`src/assert_macros.svh`:
```
// Assertion macros for the calculator block.
// Each macro takes a label, a clock, an active-low reset, an antecedent,
// a consequent and a message.
`ifndef ASSERT_MACROS_SVH
`define ASSERT_MACROS_SVH
`ifndef SYNTH
`define ASSERT_SAME(lbl, clk, rstn, ante, cons, msg) \
    lbl: assert property (@(posedge clk) disable iff (!rstn) (ante) |-> (cons)) \
        else $error(msg);
`define ASSERT_NEXT(lbl, clk, rstn, ante, cons, msg) \
    lbl: assert property (@(posedge clk) disable iff (!rstn) (ante) |=> (cons)) \
        else $error(msg);
`else
`define ASSERT_SAME(lbl, clk, rstn, ante, cons, msg)
`define ASSERT_NEXT(lbl, clk, rstn, ante, cons, msg)
`endif
`endif

```
`src/icfr_pkg.sv`:
```
`default_nettype none
package icfr_pkg;

    // Operation codes.
    localparam logic [2:0] FN_ADD  = 3'd0;
    localparam logic [2:0] FN_SUB  = 3'd1;
    localparam logic [2:0] FN_MUL  = 3'd2;
    localparam logic [2:0] FN_DIV  = 3'd3;
    localparam logic [2:0] FN_POW  = 3'd4;
    localparam logic [2:0] FN_FACT = 3'd5;

    // Status codes.
    localparam logic [1:0] ST_OK   = 2'd0;
    localparam logic [1:0] ST_DIV0 = 2'd1;
    localparam logic [1:0] ST_NEG  = 2'd2;
    localparam logic [1:0] ST_BAD  = 2'd3;

    localparam logic [31:0] FP_ONE  = 32'h3F80_0000;
    localparam logic [7:0]  EXP_INT = 8'd158;
    localparam logic [4:0]  DIV_BITS = 5'd25;

    typedef struct packed {
        logic [2:0]         func;
        logic signed [31:0] operand_a;
        logic signed [31:0] operand_b;
    } calc_in_t;

    typedef struct packed {
        logic [31:0] result_bits;
        logic [1:0]  status;
    } calc_out_t;

    typedef enum logic [4:0] {
        OP_NONE, OP_LOAD, OP_ARITH, OP_CONV_ARITH, OP_CONV_A, OP_CONV_B, OP_CONV_K,
        OP_CONV_STEP, OP_SAVE_RES, OP_SAVE_FA, OP_SAVE_FB, OP_DIV_INIT, OP_DIV_STEP,
        OP_DIV_FIN, OP_MUL1, OP_MUL2, OP_FIN_R, OP_SET_ERR1, OP_SET_ERR2,
        OP_SET_UNIT, OP_PUBLISH
    } op_t;

    typedef enum logic [3:0] {
        S_IDLE, S_ARITH, S_DECODE, S_CONV, S_ARITH_SAVE, S_DIV_A_SAVE, S_DIV_B,
        S_DIV_B_SAVE, S_DIV_INIT, S_DIV_RUN, S_POW_A_SAVE, S_CHECK, S_FACT_SAVE,
        S_MUL1, S_MUL2, S_PUBLISH
    } state_t;

    typedef struct packed {
        op_t op;
    } ctrl_cmd_t;

    typedef struct packed {
        logic [2:0] func;
        logic       b_zero;
        logic       b_neg;
        logic       a_neg;
        logic       a_unit;
        logic       conv_done;
        logic       div_done;
        logic       cnt_zero;
        logic       r_inf;
        logic       r_zero;
    } dp_status_t;

    // Round to nearest even and pack; exponents at or above 255 become infinity.
    function automatic logic [31:0] round_pack(input logic sign,
                                               input logic signed [10:0] exp_in,
                                               input logic [23:0] mant,
                                               input logic guard,
                                               input logic sticky);
        logic              up;
        logic [24:0]       m;
        logic signed [10:0] e;
        up = guard & (sticky | mant[0]);
        m  = {1'b0, mant} + 25'(up);
        e  = exp_in;
        if (m[24]) begin
            e = e + 11'sd1;
            m = {1'b0, 24'h80_0000};
        end
        if (e >= 11'sd255) begin
            return {sign, 8'hFF, 23'd0};
        end
        return {sign, e[7:0], m[22:0]};
    endfunction

endpackage
`default_nettype wire

```
`src/icfr_dp.sv`:
```
`default_nettype none
module icfr_dp (
    input  wire logic               clk,
    input  wire logic               rst_n,
    input  wire icfr_pkg::ctrl_cmd_t cmd,
    input  wire icfr_pkg::calc_in_t in_data,
    output icfr_pkg::dp_status_t    stat,
    output icfr_pkg::calc_out_t     out_data
);
    import icfr_pkg::*;

    logic [2:0]         func_reg;
    logic [31:0]        a_reg, b_reg, arith_reg, cnt_reg;
    logic [31:0]        conv_val_reg;
    logic [7:0]         conv_exp_reg;
    logic               conv_sign_reg;
    logic [31:0]        fa_reg, fb_reg, r_reg, res_reg;
    logic [1:0]         status_reg;
    logic [47:0]        prod_reg;
    logic signed [10:0] pexp_reg, dexp_reg;
    logic               psign_reg, pzero_reg, dsign_reg;
    logic [24:0]        rem_reg, q_reg;
    logic [4:0]         dcnt_reg;
    calc_out_t          out_reg;

    logic [31:0] conv_float, conv_src, conv_mag;
    logic [23:0] ma, mf, mb, da;
    logic [24:0] diff;
    logic [31:0] mul_round;

    // Converter result from the normalized magnitude.
    always_comb
    begin
        if (conv_val_reg == 32'd0)
            conv_float = 32'd0;
        else
            conv_float = round_pack(conv_sign_reg, 11'({3'b000, conv_exp_reg}),
                                    conv_val_reg[31:8], conv_val_reg[7],
                                    |conv_val_reg[6:0]);
    end

    // Source of a new conversion.
    always_comb
    begin
        case (cmd.op)
            OP_CONV_A: conv_src = a_reg;
            OP_CONV_B: conv_src = b_reg;
            OP_CONV_K: conv_src = cnt_reg;
            default:   conv_src = arith_reg;
        endcase
        conv_mag = conv_src[31] ? (32'd0 - conv_src) : conv_src;
    end

    // Mantissas with the hidden bit.
    assign ma = {r_reg[30:23] != 8'd0, r_reg[22:0]};
    assign mf = {fa_reg[30:23] != 8'd0, fa_reg[22:0]};
    assign da = {1'b1, fa_reg[22:0]};
    assign mb = {1'b1, fb_reg[22:0]};
    assign diff = rem_reg - {1'b0, mb};

    // Normalize and round the registered product.
    always_comb
    begin
        if (prod_reg[47])
            mul_round = round_pack(psign_reg, pexp_reg + 11'sd1, prod_reg[47:24],
                                   prod_reg[23], |prod_reg[22:0]);
        else
            mul_round = round_pack(psign_reg, pexp_reg, prod_reg[46:23],
                                   prod_reg[22], |prod_reg[21:0]);
    end

    // Datapath registers, driven by the controller's command.
    always_ff @(posedge clk)
    begin
        case (cmd.op)
            OP_LOAD:
            begin
                func_reg   <= in_data.func;
                a_reg      <= in_data.operand_a;
                b_reg      <= in_data.operand_b;
                r_reg      <= FP_ONE;
                cnt_reg    <= (in_data.func == FN_FACT) ? in_data.operand_a
                                                        : in_data.operand_b;
                res_reg    <= 32'd0;
                status_reg <= ST_OK;
            end
            OP_ARITH:
            begin
                case (func_reg)
                    FN_ADD:  arith_reg <= a_reg + b_reg;
                    FN_SUB:  arith_reg <= a_reg - b_reg;
                    default: arith_reg <= 32'(a_reg * b_reg);
                endcase
            end
            OP_CONV_ARITH, OP_CONV_A, OP_CONV_B, OP_CONV_K:
            begin
                conv_val_reg  <= conv_mag;
                conv_sign_reg <= conv_src[31];
                conv_exp_reg  <= EXP_INT;
            end
            OP_CONV_STEP:
            begin
                if (conv_val_reg[31:24] == 8'd0)
                begin
                    conv_val_reg <= {conv_val_reg[23:0], 8'd0};
                    conv_exp_reg <= conv_exp_reg - 8'd8;
                end
                else if (!conv_val_reg[31])
                begin
                    conv_val_reg <= {conv_val_reg[30:0], 1'b0};
                    conv_exp_reg <= conv_exp_reg - 8'd1;
                end
            end
            OP_SAVE_RES: res_reg <= conv_float;
            OP_SAVE_FA:  fa_reg  <= conv_float;
            OP_SAVE_FB:  fb_reg  <= conv_float;
            OP_DIV_INIT:
            begin
                dsign_reg <= fa_reg[31] ^ fb_reg[31];
                q_reg     <= 25'd0;
                dcnt_reg  <= DIV_BITS;
                if (da < mb)
                begin
                    rem_reg  <= {da, 1'b0};
                    dexp_reg <= 11'({3'b000, fa_reg[30:23]}) - 11'({3'b000, fb_reg[30:23]})
                                + 11'sd126;
                end
                else
                begin
                    rem_reg  <= {1'b0, da};
                    dexp_reg <= 11'({3'b000, fa_reg[30:23]}) - 11'({3'b000, fb_reg[30:23]})
                                + 11'sd127;
                end
            end
            OP_DIV_STEP:
            begin
                dcnt_reg <= dcnt_reg - 5'd1;
                if (rem_reg >= {1'b0, mb})
                begin
                    rem_reg <= {diff[23:0], 1'b0};
                    q_reg   <= {q_reg[23:0], 1'b1};
                end
                else
                begin
                    rem_reg <= {rem_reg[23:0], 1'b0};
                    q_reg   <= {q_reg[23:0], 1'b0};
                end
            end
            OP_DIV_FIN:
            begin
                // A zero dividend gives a zero carrying the sign of the quotient.
                if (fa_reg[30:0] == 31'd0)
                    res_reg <= {dsign_reg, 31'd0};
                else
                    res_reg <= round_pack(dsign_reg, dexp_reg, q_reg[24:1], q_reg[0],
                                          rem_reg != 25'd0);
            end
            OP_MUL1:
            begin
                prod_reg  <= ma * mf;
                pexp_reg  <= 11'({3'b000, r_reg[30:23]}) + 11'({3'b000, fa_reg[30:23]})
                             - 11'sd127;
                psign_reg <= r_reg[31] ^ fa_reg[31];
                pzero_reg <= (r_reg[30:23] == 8'd0) || (fa_reg[30:23] == 8'd0);
                cnt_reg   <= cnt_reg - 32'd1;
            end
            OP_MUL2: r_reg <= pzero_reg ? 32'd0 : mul_round;
            OP_FIN_R:
                res_reg <= {r_reg[31] ^ (stat.r_inf & a_reg[31] & cnt_reg[0]), r_reg[30:0]};
            OP_SET_ERR1: status_reg <= ST_DIV0;
            OP_SET_ERR2: status_reg <= ST_NEG;
            OP_SET_UNIT: res_reg <= {a_reg[31] & b_reg[0], FP_ONE[30:0]};
            default: ;
        endcase
    end

    // Output register, loaded when the result is published.
    always_ff @(posedge clk or negedge rst_n)
    begin
        if (!rst_n)
            out_reg <= '0;
        else if (cmd.op == OP_PUBLISH)
        begin
            out_reg.result_bits <= res_reg;
            out_reg.status      <= status_reg;
        end
    end

    // Flags for the controller.
    always_comb
    begin
        stat.func      = func_reg;
        stat.b_zero    = (b_reg == 32'd0);
        stat.b_neg     = b_reg[31];
        stat.a_neg     = a_reg[31];
        stat.a_unit    = (a_reg == 32'd1) || (a_reg == 32'hFFFF_FFFF);
        stat.conv_done = conv_val_reg[31] || (conv_val_reg == 32'd0);
        stat.div_done  = (dcnt_reg == 5'd0);
        stat.cnt_zero  = (cnt_reg == 32'd0);
        stat.r_inf     = (r_reg[30:23] == 8'hFF);
        stat.r_zero    = (r_reg[30:0] == 31'd0);
    end

    assign out_data = out_reg;

endmodule
`default_nettype wire

```
`src/icfr_ctrl.sv`:
```
`default_nettype none
module icfr_ctrl (
    input  wire logic                clk,
    input  wire logic                rst_n,
    input  wire logic                in_valid,
    output logic                     in_stall,
    output logic                     out_valid,
    input  wire logic                out_stall,
    input  wire icfr_pkg::dp_status_t stat,
    output icfr_pkg::ctrl_cmd_t      cmd
);
    import icfr_pkg::*;

    state_t state_reg, state_next, ret_reg, ret_next;
    logic   out_valid_reg, out_valid_next;
    logic   stop;

    // State, return point and output flag registers.
    always_ff @(posedge clk or negedge rst_n)
    begin
        if (!rst_n)
        begin
            state_reg     <= S_IDLE;
            ret_reg       <= S_IDLE;
            out_valid_reg <= 1'b0;
        end
        else
        begin
            state_reg     <= state_next;
            ret_reg       <= ret_next;
            out_valid_reg <= out_valid_next;
        end
    end

    assign stop = stat.r_inf || stat.r_zero || stat.cnt_zero;

    // Next state and commands.
    always_comb
    begin
        state_next     = state_reg;
        ret_next       = ret_reg;
        cmd.op         = OP_NONE;
        out_valid_next = out_valid_reg && out_stall;
        unique case (state_reg)
            S_IDLE:
                if (in_valid)
                begin
                    cmd.op     = OP_LOAD;
                    state_next = S_ARITH;
                end
            S_ARITH:
            begin
                cmd.op     = OP_ARITH;
                state_next = S_DECODE;
            end
            S_DECODE:
                case (stat.func)
                    FN_ADD, FN_SUB, FN_MUL:
                    begin
                        cmd.op     = OP_CONV_ARITH;
                        ret_next   = S_ARITH_SAVE;
                        state_next = S_CONV;
                    end
                    FN_DIV:
                        if (stat.b_zero)
                        begin
                            cmd.op     = OP_SET_ERR1;
                            state_next = S_PUBLISH;
                        end
                        else
                        begin
                            cmd.op     = OP_CONV_A;
                            ret_next   = S_DIV_A_SAVE;
                            state_next = S_CONV;
                        end
                    FN_POW:
                        if (stat.b_neg)
                        begin
                            cmd.op     = OP_SET_ERR2;
                            state_next = S_PUBLISH;
                        end
                        else if (stat.a_unit)
                        begin
                            cmd.op     = OP_SET_UNIT;
                            state_next = S_PUBLISH;
                        end
                        else
                        begin
                            cmd.op     = OP_CONV_A;
                            ret_next   = S_POW_A_SAVE;
                            state_next = S_CONV;
                        end
                    FN_FACT:
                        if (stat.a_neg)
                        begin
                            cmd.op     = OP_SET_ERR2;
                            state_next = S_PUBLISH;
                        end
                        else
                            state_next = S_CHECK;
                    default: state_next = S_PUBLISH;
                endcase
            S_CONV:
                if (stat.conv_done)
                    state_next = ret_reg;
                else
                    cmd.op = OP_CONV_STEP;
            S_ARITH_SAVE:
            begin
                cmd.op     = OP_SAVE_RES;
                state_next = S_PUBLISH;
            end
            S_DIV_A_SAVE:
            begin
                cmd.op     = OP_SAVE_FA;
                state_next = S_DIV_B;
            end
            S_DIV_B:
            begin
                cmd.op     = OP_CONV_B;
                ret_next   = S_DIV_B_SAVE;
                state_next = S_CONV;
            end
            S_DIV_B_SAVE:
            begin
                cmd.op     = OP_SAVE_FB;
                state_next = S_DIV_INIT;
            end
            S_DIV_INIT:
            begin
                cmd.op     = OP_DIV_INIT;
                state_next = S_DIV_RUN;
            end
            S_DIV_RUN:
                if (stat.div_done)
                begin
                    cmd.op     = OP_DIV_FIN;
                    state_next = S_PUBLISH;
                end
                else
                    cmd.op = OP_DIV_STEP;
            S_POW_A_SAVE:
            begin
                cmd.op     = OP_SAVE_FA;
                state_next = S_CHECK;
            end
            S_CHECK:
                if (stop)
                begin
                    cmd.op     = OP_FIN_R;
                    state_next = S_PUBLISH;
                end
                else if (stat.func == FN_POW)
                    state_next = S_MUL1;
                else
                begin
                    cmd.op     = OP_CONV_K;
                    ret_next   = S_FACT_SAVE;
                    state_next = S_CONV;
                end
            S_FACT_SAVE:
            begin
                cmd.op     = OP_SAVE_FA;
                state_next = S_MUL1;
            end
            S_MUL1:
            begin
                cmd.op     = OP_MUL1;
                state_next = S_MUL2;
            end
            S_MUL2:
            begin
                cmd.op     = OP_MUL2;
                state_next = S_CHECK;
            end
            S_PUBLISH:
                if (!out_valid_reg || !out_stall)
                begin
                    cmd.op         = OP_PUBLISH;
                    out_valid_next = 1'b1;
                    state_next     = S_IDLE;
                end
            default: state_next = S_IDLE;
        endcase
    end

    assign in_stall  = (state_reg != S_IDLE);
    assign out_valid = out_valid_reg;

endmodule
`default_nettype wire

```
`src/int_calculator_float_result.sv`:
```
// Integer calculator with a single-precision float result.
// Input channel: in_valid / in_stall carry one item (func, operand_a, operand_b).
// Output channel: out_valid / out_stall carry one item (result_bits, status).
// One item is worked on at a time; in_stall is high from acceptance until the
// result has been moved into the output register.
// Add, subtract and multiply run one conversion in the shared int-to-float
// normalizer (8 bits or 1 bit per cycle). Divide runs two conversions and a
// 25-step restoring divider. Power runs one float multiply per factor,
// factorial one conversion and one float multiply per factor; both stop at
// infinity, zero or a spent count, so at most about 130 factors. Errors,
// unit bases and unused codes go from decode straight to publish.
// The output register lets a new item be accepted while a result waits;
// a stalled result holds, and the next result waits in the datapath.
// Reset clears the controller, the output register and the output valid flag.
`default_nettype none
`include "assert_macros.svh"
module int_calculator_float_result (
    input  wire logic               clk,
    input  wire logic               rst_n,
    input  wire logic               in_valid,
    output logic                    in_stall,
    input  wire icfr_pkg::calc_in_t in_data,
    output logic                    out_valid,
    input  wire logic               out_stall,
    output icfr_pkg::calc_out_t     out_data
);
    import icfr_pkg::*;

    ctrl_cmd_t  cmd;
    dp_status_t stat;

    icfr_ctrl u_ctrl (
        .clk      (clk),
        .rst_n    (rst_n),
        .in_valid (in_valid),
        .in_stall (in_stall),
        .out_valid(out_valid),
        .out_stall(out_stall),
        .stat     (stat),
        .cmd      (cmd)
    );

    icfr_dp u_dp (
        .clk     (clk),
        .rst_n   (rst_n),
        .cmd     (cmd),
        .in_data (in_data),
        .stat    (stat),
        .out_data(out_data)
    );

    // An accepted item blocks the input until its result is published.
    `ASSERT_NEXT(a_busy_after_accept, clk, rst_n, in_valid && !in_stall, in_stall, "input not blocked")
    // The status code is never the unused one.
    `ASSERT_SAME(a_status_valid, clk, rst_n, out_valid, out_data.status != ST_BAD, "bad status")
    // A divide by zero gives a zero result.
    `ASSERT_SAME(a_div0_zero, clk, rst_n, out_valid && out_data.status == ST_DIV0, out_data.result_bits == 32'd0, "div0 result nonzero")

endmodule
`default_nettype wire
```
`config.mk`:
```
export PLATFORM = sky130hd
export DESIGN_NAME = int_calculator_float_result
export DESIGN_NICKNAME = d
export VERILOG_FILES = /design/src/icfr_pkg.sv /design/src/icfr_dp.sv /design/src/icfr_ctrl.sv /design/src/int_calculator_float_result.sv
export VERILOG_INCLUDE_DIRS = /design/src /design/src/src
export SDC_FILE = /design/constraint.sdc
export NUM_CORES = 2
export LEC_CHECK = 0
export BUFFER_PORTS_ARGS = -buffer_cell sky130_fd_sc_hd__buf_2
export CAP_MARGIN = 20
export CORE_AREA = 2 2 465 467
export CTS_BUF_LIST = sky130_fd_sc_hd__clkbuf_16
export DETAILED_ROUTE_END_ITERATION = 12
export DIE_AREA = 0 0 467 469
export PLACE_DENSITY = 0.41
export SETUP_SLACK_MARGIN = 0.15
export SYNTH_ARGS = -nofsm -noshare
export SYNTH_HDL_FRONTEND = slang
export SYNTH_HIERARCHICAL = 1
export SYNTH_SLANG_ARGS = --single-unit
```
`constraint.sdc`:
```
create_clock -name clk -period 9.7 [get_ports clk]
set_input_delay 1.94 -clock clk [delete_from_list [all_inputs] [get_ports clk]]
set_output_delay 1.94 -clock clk [all_outputs]
set_load 0.02 [all_outputs]
```
==> results by group <==
Clock tree
  – Clock-pin slew on the worst setup and hold paths: 0.06 ns
  – CTS Hold Bufs: 0
  – H-Tree Depth: 3
  – Max clock buf depth: 3
  – Resize count post-CTS: 0
  – Root buf cell: clkbuf_16
  – CTS tree: built
  – Clk sinks: 472
  – Worst skew pair latency: 0.74 ns
  – Total CTS buffers: 67
  – Buffer count from post-CTS setup fixing: 0

Placed design
  – DP Worst Slack: 1.22 ns
  – Number of port buffers: 106
  – Detailed placer's ending HPWL: 177 mm
  – RD Place Congestion: 0.873

Timing
  – Slew Limit Headroom: 20.6%
  – Fin crit share: 87.4%
  – PnR worst setup slack: 1.22 ns
  – RSZ-0062 raised after global routing: false
  – Final setup violation count: 0
  – Clk_skew: 0.0766 ns
  – Slew Limit Fails: 0
  – FMAX: 0.118 GHz
  – Worst-margin pin slew: 1.19 ns
  – Setup TNS: 0 ns
  – Crit path time final: 8.48 ns
  – Final Hold Fails: 0

Cells and area
  – Final Net Count: 8247
  – Ratio of cells with drive above 1 in the final layout: 7.04%
  – Final Core Density: 32.7%
  – Area grow syn2layout: 9.67%
  – Max reg flops: 48

Setup path
  – Crit start category: register
  – Worst Path Max Fanout: 15
  – Crit Path Category: reg2reg
  – Critical Path RT: 10.14 ns
  – Crit path DAT: 8.91 ns
  – CP Capture Type: register

Drt
  – Routed vias/inst: 4.99
  – Iteration-0 DRC Markers: 3506
  – Drc violations: 0
  – DR WL/cell: 23.0 µm
  – Routed Wire Length: 225 mm
  – Post-route ant nets: 0
  – Routed via count: 48707
  – Pre-antenna DRT Iters: 6

Logic synthesis
  – Synth async-reset ratio: 9.11%
  – Post-synth EDFFs: 429
  – Synth area leader: fa_1
  – Post-synth cell types: 91
  – Synth Register Bits: 472
  – Sequential area share after synthesis: 21.9%
  – Syn. warnings: 6
  – Syn nets: 8296
  – Synth top area cells: fa_1 28%, edfxtp_1 20%, ha_1 8.2%
  – Most frequent cell after synthesis: inv_1
  – Synth top cells by count: 1140 x inv_1, 1006 x nand2_1, 894 x fa_1
  – Post-Syn Area per Cell: 9.23 µm²
  – Post-synth top flop: edfxtp_1
  – Synthesized area: 63800 µm²
  – Syn Inst Count: 6915
  – Post-synth top area share: 28.0%

GRT
  – Initial antenna violation count: 19
  – Gr usage total: 20.7%
  – Largest net degree at the start of global routing: 65
  – First-pass GRT wire length: 338 mm
  – Grt total ovfl: 0
  – Number of global-route vias before repair: 51337

Floorplanning
  – Cell row count: 170
  – Die Area: 219000 µm²
  – Die width: 467 µm
  – Core footprint: 214000 µm²
  – Die Span Y: 469 µm
  – # IOs: 107
  – Initial Utilization: 29.8%

Job
  – Maxcap violations: 0

Min path
  – Hold Path Class: reg2reg

Status
  – Status: finished clean
[metal layers]
layer / share of wire, % / track usage (%) / up-vias
li1: - / - / 22133
met1: 43 / 27.0 / 25135
met2: 50 / 36.1 / 1139
met3: 3.7 / 1.86 / 300
met4: 3.2 / 6.21 / 0
met5: 0 / 0 / -
[cell usage in the layout (no fill, tap or decap), types with 36 or more instances in the layout]
cell type / Yosys / layout
nand4_1: 51 / 51
nor3_1: 89 / 86
nor4_1: 64 / 64
fa_1: 894 / 894
mux2i_1: 68 / 68
xor2_1: 157 / 157
inv_1: 1140 / 1148
mux2_2: 46 / 46
o21ai_0: 199 / 197
clkbuf_16: 0 / 68
edfxtp_1: 429 / 429
nand2_1: 1006 / 1006
a21oi_1: 242 / 242
xnor2_1: 239 / 239
nor2_1: 255 / 251
nand3_1: 122 / 122
a21o_1: 59 / 59
dfrtp_1: 43 / 43
ha_1: 416 / 416
and3_1: 49 / 49
buf_2: 21 / 106
and2_1: 430 / 429
buf_4: 8 / 160
a211oi_1: 36 / 36
[path summary, 6_finish.rpt]
check	start	endpoint	slack, ns	cells after the start
setup / recovery	u_dp/a_reg[14]	u_dp/arith_reg[31]	1.22	24
hold / removal	u_dp/res_reg[2]	u_dp/out_data[4]	0.48	1
setup reg to reg	u_dp/a_reg[14]	u_dp/arith_reg[31]	1.22	24
hold reg to reg	u_dp/res_reg[2]	u_dp/out_data[4]	0.48	1
max in group asynchronous	rst_n	u_ctrl/state_reg[1]	8.18	2
min in group asynchronous	rst_n	u_dp/out_data[9]	1.02	1
[worst max-delay path, stage by stage, from the launching register on]
cell	delay, ns
edfxtp_1	1.01
buf_4	0.34
nand2_1	0.09
fa_1	0.52
inv_1	0.06
fa_1	0.54
fa_1	0.55
inv_1	0.05
fa_1	0.48
fa_1	0.55
inv_1	0.05
fa_1	0.47
fa_1	0.51
inv_1	0.06
fa_1	0.51
inv_1	0.05
ha_1	0.36
inv_1	0.08
or4_1	0.59
o21ai_0	0.48
a21oi_1	0.18
o2111ai_1	0.24
a21oi_1	0.11
xnor2_1	0.18
mux2i_1	0.09
[cell type report]
type                    instances  area [µm²]
fillers                     22302      144000
multi-input cells            4915       44100
clock buffers                  68        1700
flip-flops and latches        472       14000
clock inverters                52         546
well taps                    2838        3550
inverters                    1141        4280
diodes                          3        7.51
repair buffers                269        1800
[cells by family (layout without fill, tap and decap cells)]
family / after synthesis / in the layout / share of synthesized area [%]
flip-flops: 472 / 472 / 21.9
adder cells (fa/ha/maj): 1310 / 1310 / 36.2
AND/OR/NAND/NOR: 2254 / 2254 / 17.0
other: 0 / 3 / 0
multiplexers: 117 / 117 / 1.95
AO/OA/AOI/OAI: 838 / 838 / 8.39
XOR/XNOR: 396 / 396 / 5.44
buffers and inverters: 1528 / 1530 / 9.11
[per-stage QoR]
step | cells | cell area (µm²) | hold slack [ns]
global route | 9758 | 70000 | 0.498
CTS | 9753 | 69900 | 0.483
detailed placement | 9633 | 67700 | 0.472
finish | 9758 | 70000 | 0.480
global placement | 9632 | 67700 | 0.468
floorplan | 6915 | 63800 | 0.455
Power is not shown: default switching activity piles up to over one toggle a cycle in this logic, so the estimate is an artifact.
